<file path="src/hw/rtl/vshfd_pkg.sv">
// Shared types and constants for the vertical swipe, hold and flick detector.
package vshfd_pkg;

    // Field widths
    localparam int COL_W  = 4;
    localparam int ROW_W  = 4;
    localparam int TIME_W = 32;
    localparam int CFG_W  = 8;
    localparam int CFG_IDX_W = 2;

    // Default history depth
    localparam int HISTORY_DEFAULT = 4;

    // Register indexes
    localparam logic [CFG_IDX_W-1:0] CFG_VERTICAL_WINDOW = 2'd0;
    localparam logic [CFG_IDX_W-1:0] CFG_HOLD_TIME       = 2'd1;
    localparam logic [CFG_IDX_W-1:0] CFG_FLICK_WINDOW    = 2'd2;

    // Register reset values
    localparam logic [CFG_W-1:0] VERTICAL_WINDOW_RST = 8'd3;
    localparam logic [CFG_W-1:0] HOLD_TIME_RST       = 8'd3;
    localparam logic [CFG_W-1:0] FLICK_WINDOW_RST    = 8'd2;

    // Input item
    typedef struct packed {
        logic [COL_W-1:0]  cell_col;
        logic [ROW_W-1:0]  cell_row;
        logic [TIME_W-1:0] now_seconds;
    } cell_item_t;

    // Result item
    typedef struct packed {
        logic vertical_seen;
        logic hold_seen;
        logic flick_seen;
    } flags_item_t;

    // One history entry
    typedef struct packed {
        logic [COL_W-1:0]  col;
        logic [ROW_W-1:0]  row;
        logic [TIME_W-1:0] first_seen;
        logic [TIME_W-1:0] last_seen;
    } entry_t;

endpackage

</file>
<file path="src/hw/rtl/vertical_swipe_hold_flick_detector.sv">
// Top level: history update and gesture evaluation over a ring held in memory.
//
//  channel  | signals                         | direction | item
//  ---------+---------------------------------+-----------+------------------------------------
//  cell     | cell_valid/cell_stall/cell_item | in        | cell_col, cell_row, now_seconds
//  flags    | flags_valid/flags_stall/flags   | out       | vertical_seen, hold_seen, flick_seen
//  cfg      | cfg_we/cfg_index/cfg_data       | in        | register write, no handshake
//
// An item runs from accept through one read-modify-write of the newest entry, then a walk
// over the ring, one memory read per entry of the history after the update (HISTORY
// entries once the history is full), then a drain state and the result load. rst_n
// clears the sequencer, ring pointers and registers at once; no clearing pass. The
// block takes a new item while its last result is still stalled, and holds the next
// result until the output register frees up.
module vertical_swipe_hold_flick_detector #(
    parameter int HISTORY = vshfd_pkg::HISTORY_DEFAULT
) (
    input  logic                              clk,
    input  logic                              rst_n,
    input  logic                              cell_valid,
    output logic                              cell_stall,
    input  vshfd_pkg::cell_item_t             cell_item,
    output logic                              flags_valid,
    input  logic                              flags_stall,
    output vshfd_pkg::flags_item_t            flags,
    input  logic                              cfg_we,
    input  logic [vshfd_pkg::CFG_IDX_W-1:0]   cfg_index,
    input  logic [vshfd_pkg::CFG_W-1:0]       cfg_data
);
    import vshfd_pkg::*;

    localparam int SLOT_W = $clog2(HISTORY);
    localparam int CNT_W  = $clog2(HISTORY + 1);
    localparam int KW     = (CNT_W + 1 > ROW_W + 1) ? CNT_W + 1 : ROW_W + 1;

    typedef enum logic [2:0] {S_IDLE, S_NEWEST, S_WALK, S_DRAIN, S_DONE} state_t;

    state_t            state_reg;
    logic [CNT_W-1:0]  count_reg;
    logic [SLOT_W-1:0] oldest_reg;
    logic [CNT_W-1:0]  k_reg;
    logic              chk_valid_reg;
    logic [CNT_W-1:0]  chk_k_reg;
    logic [CFG_W-1:0]  vwin_reg;
    logic [CFG_W-1:0]  hold_reg;
    logic [CFG_W-1:0]  fwin_reg;
    flags_item_t       flags_reg;
    logic              flags_valid_reg;

    // Datapath registers
    cell_item_t        item_reg;
    logic [SLOT_W-1:0] newest_slot_reg;
    logic [COL_W-1:0]  first_col_reg;
    logic [TIME_W-1:0] first_end_reg;
    logic              vert_ok_reg;
    logic [COL_W-1:0]  a_col_reg;
    logic [ROW_W-1:0]  a_row_reg;
    logic [TIME_W-1:0] a_end_reg;
    logic [COL_W-1:0]  b_col_reg;
    logic [ROW_W-1:0]  b_row_reg;
    flags_item_t       res_reg;

    // Memory port
    logic              wr_en;
    logic [SLOT_W-1:0] wr_addr;
    entry_t            wr_data;
    logic [SLOT_W-1:0] rd_addr;
    entry_t            rd_data;

    logic [SLOT_W-1:0] newest_now;
    logic [SLOT_W-1:0] append_slot;
    logic              ignore_cell;
    logic              same_cell;
    logic              full;
    logic              last_chk;
    logic              vert_step;
    flags_item_t       res_next;

    // Ring slot of logical entry k
    function automatic logic [SLOT_W-1:0] slot_of(input logic [SLOT_W-1:0] base,
                                                   input logic [CNT_W-1:0] k);
        logic [CNT_W:0] sum;
        sum = (CNT_W + 1)'(base) + (CNT_W + 1)'(k);
        if (sum >= (CNT_W + 1)'(HISTORY))
        begin
            sum = sum - (CNT_W + 1)'(HISTORY);
        end
        return sum[SLOT_W-1:0];
    endfunction

    vshfd_hist_mem #(
        .DEPTH(HISTORY)
    ) u_mem (
        .clk    (clk),
        .rst_n  (rst_n),
        .wr_en  (wr_en),
        .wr_addr(wr_addr),
        .wr_data(wr_data),
        .rd_addr(rd_addr),
        .rd_data(rd_data)
    );

    // Update decision for the newest entry
    always_comb
    begin
        newest_now  = slot_of(oldest_reg, count_reg - CNT_W'(1));
        append_slot = (count_reg < CNT_W'(HISTORY)) ? slot_of(oldest_reg, count_reg)
                                                      : oldest_reg;
        ignore_cell = (item_reg.cell_col == '0) && (item_reg.cell_row == '0);
        same_cell   = (rd_data.col == item_reg.cell_col) && (rd_data.row == item_reg.cell_row);
        rd_addr     = (state_reg == S_IDLE) ? newest_now : slot_of(oldest_reg, k_reg);
        wr_en       = (state_reg == S_NEWEST) && !ignore_cell;
        if (same_cell)
        begin
            wr_addr            = newest_slot_reg;
            wr_data            = rd_data;
            wr_data.last_seen  = item_reg.now_seconds;
        end
        else
        begin
            wr_addr            = append_slot;
            wr_data.col        = item_reg.cell_col;
            wr_data.row        = item_reg.cell_row;
            wr_data.first_seen = item_reg.now_seconds;
            wr_data.last_seen  = item_reg.now_seconds;
        end
    end

    // Per-entry checks during the walk
    always_comb
    begin
        full     = (count_reg == CNT_W'(HISTORY));
        last_chk = (chk_k_reg == count_reg - CNT_W'(1));
        if (chk_k_reg == '0)
        begin
            vert_step = (rd_data.row == ROW_W'(1));
        end
        else
        begin
            vert_step = vert_ok_reg && (rd_data.col == first_col_reg)
                        && (KW'(rd_data.row) == KW'(chk_k_reg) + KW'(1));
        end
        res_next.hold_seen     = (rd_data.last_seen - rd_data.first_seen) >= TIME_W'(hold_reg);
        res_next.vertical_seen = full && vert_step
                                 && ((rd_data.last_seen - first_end_reg) < TIME_W'(vwin_reg));
        res_next.flick_seen    = full
                                 && ((rd_data.last_seen - a_end_reg) < TIME_W'(fwin_reg))
                                 && (a_col_reg == rd_data.col) && (a_row_reg == rd_data.row)
                                 && (b_col_reg == a_col_reg)
                                 && (({1'b0, b_row_reg} == {1'b0, a_row_reg} + 5'd1)
                                     || ({1'b0, a_row_reg} == {1'b0, b_row_reg} + 5'd1));
    end

    // Datapath capture
    always_ff @(posedge clk)
    begin
        if (state_reg == S_IDLE && cell_valid)
        begin
            item_reg        <= cell_item;
            newest_slot_reg <= newest_now;
        end
        if (chk_valid_reg)
        begin
            vert_ok_reg <= vert_step;
            if (chk_k_reg == '0)
            begin
                first_col_reg <= rd_data.col;
                first_end_reg <= rd_data.last_seen;
            end
            if (chk_k_reg == CNT_W'(HISTORY - 3))
            begin
                a_col_reg <= rd_data.col;
                a_row_reg <= rd_data.row;
                a_end_reg <= rd_data.last_seen;
            end
            if (chk_k_reg == CNT_W'(HISTORY - 2))
            begin
                b_col_reg <= rd_data.col;
                b_row_reg <= rd_data.row;
            end
            if (last_chk)
            begin
                res_reg <= res_next;
            end
        end
    end

    // Sequencer, ring pointers, registers and output
    always_ff @(posedge clk or negedge rst_n)
    begin
        if (!rst_n)
        begin
            state_reg       <= S_IDLE;
            count_reg       <= CNT_W'(1);
            oldest_reg      <= '0;
            k_reg           <= '0;
            chk_valid_reg   <= 1'b0;
            chk_k_reg       <= '0;
            vwin_reg        <= VERTICAL_WINDOW_RST;
            hold_reg        <= HOLD_TIME_RST;
            fwin_reg        <= FLICK_WINDOW_RST;
            flags_reg       <= '0;
            flags_valid_reg <= 1'b0;
        end
        else
        begin
            if (cfg_we)
            begin
                unique case (cfg_index)
                    CFG_VERTICAL_WINDOW: vwin_reg <= cfg_data;
                    CFG_HOLD_TIME:       hold_reg <= cfg_data;
                    CFG_FLICK_WINDOW:    fwin_reg <= cfg_data;
                    default: ;
                endcase
            end

            chk_valid_reg <= (state_reg == S_WALK);
            chk_k_reg     <= k_reg;

            // Result taken; S_DONE handles its own reload
            if (flags_valid_reg && !flags_stall && state_reg != S_DONE)
            begin
                flags_valid_reg <= 1'b0;
            end

            unique case (state_reg)
                S_IDLE:
                begin
                    if (cell_valid)
                    begin
                        state_reg <= S_NEWEST;
                    end
                end
                S_NEWEST:
                begin
                    if (!ignore_cell && !same_cell)
                    begin
                        if (count_reg < CNT_W'(HISTORY))
                        begin
                            count_reg <= count_reg + CNT_W'(1);
                        end
                        else
                        begin
                            oldest_reg <= slot_of(oldest_reg, CNT_W'(1));
                        end
                    end
                    k_reg     <= '0;
                    state_reg <= S_WALK;
                end
                S_WALK:
                begin
                    if (k_reg == count_reg - CNT_W'(1))
                    begin
                        state_reg <= S_DRAIN;
                    end
                    else
                    begin
                        k_reg <= k_reg + CNT_W'(1);
                    end
                end
                S_DRAIN:
                begin
                    state_reg <= S_DONE;
                end
                S_DONE:
                begin
                    if (!flags_valid_reg || !flags_stall)
                    begin
                        flags_reg       <= res_reg;
                        flags_valid_reg <= 1'b1;
                        state_reg       <= S_IDLE;
                    end
                end
                default:
                begin
                    state_reg <= S_IDLE;
                end
            endcase
        end
    end

    assign cell_stall  = (state_reg != S_IDLE);
    assign flags_valid = flags_valid_reg;
    assign flags       = flags_reg;

endmodule

</file>
<file path="src/hw/rtl/vshfd_hist_mem.sv">
// History memory: one write port, one registered read port, slot 0 reads zero until written.
module vshfd_hist_mem #(
    parameter int DEPTH = vshfd_pkg::HISTORY_DEFAULT,
    localparam int AW = $clog2(DEPTH)
) (
    input  logic             clk,
    input  logic             rst_n,
    input  logic             wr_en,
    input  logic [AW-1:0]    wr_addr,
    input  vshfd_pkg::entry_t wr_data,
    input  logic [AW-1:0]    rd_addr,
    output vshfd_pkg::entry_t rd_data
);
    import vshfd_pkg::*;

    entry_t mem [DEPTH];
    entry_t rd_q_reg;
    logic   slot0_written_reg;
    logic   rd_zero_reg;

    // Storage and registered read
    always_ff @(posedge clk)
    begin
        if (wr_en)
        begin
            mem[wr_addr] <= wr_data;
        end
        rd_q_reg <= mem[rd_addr];
    end

    // Slot 0 starts as the empty cell at time 0
    always_ff @(posedge clk or negedge rst_n)
    begin
        if (!rst_n)
        begin
            slot0_written_reg <= 1'b0;
            rd_zero_reg       <= 1'b0;
        end
        else
        begin
            if (wr_en && wr_addr == '0)
            begin
                slot0_written_reg <= 1'b1;
            end
            rd_zero_reg <= (rd_addr == '0) && !slot0_written_reg;
        end
    end

    assign rd_data = rd_zero_reg ? '0 : rd_q_reg;

endmodule

</file>
<file path="config.mk">
export PLATFORM = sky130hd
export DESIGN_NAME = vertical_swipe_hold_flick_detector
export DESIGN_NICKNAME = d
export VERILOG_FILES = /design/src/hw/rtl/vshfd_pkg.sv /design/src/hw/rtl/vertical_swipe_hold_flick_detector.sv /design/src/hw/rtl/vshfd_hist_mem.sv
export SDC_FILE = /design/constraint.sdc
export NUM_CORES = 1
export LEC_CHECK = 0
export BUFFER_PORTS_ARGS = -buffer_cell sky130_fd_sc_hd__buf_2
export CAP_MARGIN = 25
export CORE_UTILIZATION = 68
export DETAILED_ROUTE_END_ITERATION = 10
export PLACE_DENSITY = 0.94
export SETUP_SLACK_MARGIN = 0.05
export SYNTH_ARGS = -nofsm -noshare
export SYNTH_HDL_FRONTEND = slang
export SYNTH_HIERARCHICAL = 1
export SYNTH_SLANG_ARGS = --single-unit
</file>
<file path="constraint.sdc">
create_clock -name clk -period 25.3 [get_ports clk]
set_input_delay 5.06 -clock clk [delete_from_list [all_inputs] [get_ports clk]]
set_output_delay 5.06 -clock clk [all_outputs]
set_load 0.05 [all_outputs]
</file>
==> results.json <==
{
  "critPathCaptureType": "primary output",
  "hold_viol": 0,
  "crit_slowest_cell": "nor3_1",
  "post_cts_buffers": 0,
  "cts-root-buf": "clkbuf_16",
  "synthCells": 1895,
  "cts_tree": "built",
  "htree_num_levels": 2,
  "ant_nets": 0,
  "critPathBufInv": 2,
  "crit_type": "register to primary output",
  "period_share_pct": 27.9,
  "rsz0062_at_grt": "no",
  "cts_resized": 0,
  "track_usage_pct": 31.4,
  "clock_skew_ns": 0.0419,
  "status": "finished, final reports clean",
  "io_buffer_count": 59,
  "r2r_cells": 18,
  "slowest_delay_ns": 0.57,
  "startpoint": "state_reg[0]$_DFFE_PN0P_",
  "ios": 60,
  "ys_ff_latch": 535,
  "rr_startpoint": "u_mem/rd_zero_reg$_DFF_PN0_",
  "grt_pass1_wl_mm": 91.6,
  "gp_congestion": 0.947,
  "multi_input_area_um2": 9550,
  "ys.flop_type": "edfxtp_1",
  "reg2reg_slack_ns": 19.18,
  "core_area_um2": 36800,
  "ys_async_sr_fraction_pct": 8.41,
  "dpl.hpwl_mm": 38.2,
  "cp.depth": 3,
  "clkSinkCount": 535,
  "synth_fp_nets": 2081,
  "antennaDiodeCount": 0,
  "largest_reg_flops": 288,
  "drt_pass1_iterations": 8,
  "clock.fmax_mhz": 141,
  "fillers": 2073,
  "insertion_delay_ns": 0.61,
  "maxCapViolCount": 0,
  "ys_types": 94,
  "antenna_found_initial": 0,
  "grt_max_degree": 74,
  "area.sequential_um2": 15100,
  "yosysTopAreaCell": "edfxtp_1",
  "required_ns": 20.24,
  "dieHeight_um": 196,
  "synth_top_area_share_pct": 49.0,
  "relSlewSlack_pct": 34.0,
  "start_util_pct": 69.6,
  "critPathMaxFanout": 5,
  "cts_made_buffers": 51,
  "slew_viol_final": 0,
  "synthTopCellsByArea": "edfxtp_1 49%, ha_1 6.3%, mux4_2 6.2%, dfxtp_1 5.6%, dfrtp_1 3.8%",
  "drive_above_1_share_pct": 16.2,
  "holdCritPathClass": "register to register",
  "tns_ns": 0,
  "startpoint_type": "register",
  "synth.most_common_cell": "edfxtp_1",
  "rows": 70,
  "crit_chain": "nor3_1 -> inv_1 -> buf_2",
  "hold_buffers": 0,
  "grt_pass1_vias": 16500,
  "ys_warn_count": 6,
  "first_iter_violations": 1532,
  "clockBufferDepth": 3,
  "endpoint": "cell_stall",
  "syn_avg_cell_area_um2": 13.5,
  "setup_viol": 0,
  "crit_family": "simple AND/OR/NAND/NOR gates",
  "worst_slew_pin_slew_ns": 0.977,
  "vias_per_cell": 6.53,
  "arrival_ns": 2.01,
  "routed_wl_mm": 58.5,
  "r2r_end": "res_reg[1]$_DFFE_PP_",
  "layout.nets": 2152,
  "synth-edff-count": 418,
  "syn-cell-area_um2": 25600,
  "area_growth_pct": 9.62,
  "grt_overflow_total": 0,
  "route.vias.total": 16200,
  "routedWlPerCell_um": 23.6,
  "seq_area_frac_synth_pct": 59.1,
  "dieArea_um2": 38400,
  "period_needed_ns": 7.07,
  "die_w_um": 196,
  "ys_top_cells_by_count": "418 x edfxtp_1, 149 x inv_1, 128 x ha_1, 97 x nand2_1, 87 x nor2b_1",
  "drc_errors": 0,
  "cts.clk_slew.worst_paths_ns": 0.06
}
how the worst min path moves through the flow:
stage,endpoint,from,depth (start not counted),slack [ns]
after floorplan,u_mem/rd_zero_reg$_DFF_PN0_,u_mem/slot0_written_reg$_DFFE_PN0P_,1,0.39
after CTS,u_mem/rd_zero_reg$_DFF_PN0_,u_mem/slot0_written_reg$_DFFE_PN0P_,1,0.43
after global routing,u_mem/rd_zero_reg$_DFF_PN0_,u_mem/slot0_written_reg$_DFFE_PN0P_,1,0.46
after global placement,u_mem/rd_zero_reg$_DFF_PN0_,u_mem/slot0_written_reg$_DFFE_PN0P_,1,0.40
final,u_mem/rd_zero_reg$_DFF_PN0_,u_mem/slot0_written_reg$_DFFE_PN0P_,1,0.44
after detailed placement,u_mem/rd_zero_reg$_DFF_PN0_,u_mem/slot0_written_reg$_DFFE_PN0P_,1,0.41
layout make-up:
type / count / share of cell area (%)
clock buffers: 75 / 5.31
flip-flops and latches: 535 / 53.9
repair buffers: 83 / 1.93
inverters: 150 / 2.01
multi-input cells: 1145 / 34.0
well taps: 468 / 2.09
clock inverters: 20 / 0.740
layout by cell type, fill, tap and decap left out, types with 38 or more instances in the layout:
| cell | count |
|---|---|
| xor2_1 | 42 |
| a21oi_1 | 78 |
| mux4_2 | 71 |
| nor2_1 | 69 |
| dfxtp_1 | 72 |
| xnor2_1 | 56 |
| nand3_1 | 38 |
| nor2b_1 | 87 |
| nand2_1 | 97 |
| dfrtp_1 | 38 |
| mux2_2 | 53 |
| ha_1 | 128 |
| buf_2 | 59 |
| inv_1 | 149 |
| o21ai_0 | 68 |
| edfxtp_1 | 418 |
| clkbuf_16 | 53 |
layer usage:
metal	GRT usage [%]	vias up	part of all wire, %	wire (um)
li1	-	7260	-	-
met1	41.4	8021	40	23200
met2	52.6	737	49	28700
met3	5.02	157	7.3	4270
met4	12.5	0	3.9	2290
met5	0	-	0	0
metrics by stage:
step                      std cells  worst slack (ns)  util [%]  instance area [um2]  hold slack (ns)
after detailed placement       2378             19.01      71.5                26300            0.410
after CTS                      2473             18.25      76.1                28000            0.431
final                          2476             18.23      76.3                28100            0.439
after global placement         2377             18.78      71.4                26300            0.401
after global routing           2476             18.16      76.3                28100            0.463
after floorplan                1895             16.87         -                25600            0.395
cells by family after synthesis:
kind of cell	share of synthesized area (%)
simple gates	9.01
mux	9.15
xor+xnor	3.39
flops	59.1
buf+inv	3.80
compound gates	9.07
fa+ha+maj	6.49
Power is not shown: default switching activity piles up to over one toggle a cycle in this logic, so the estimate is an artifact.
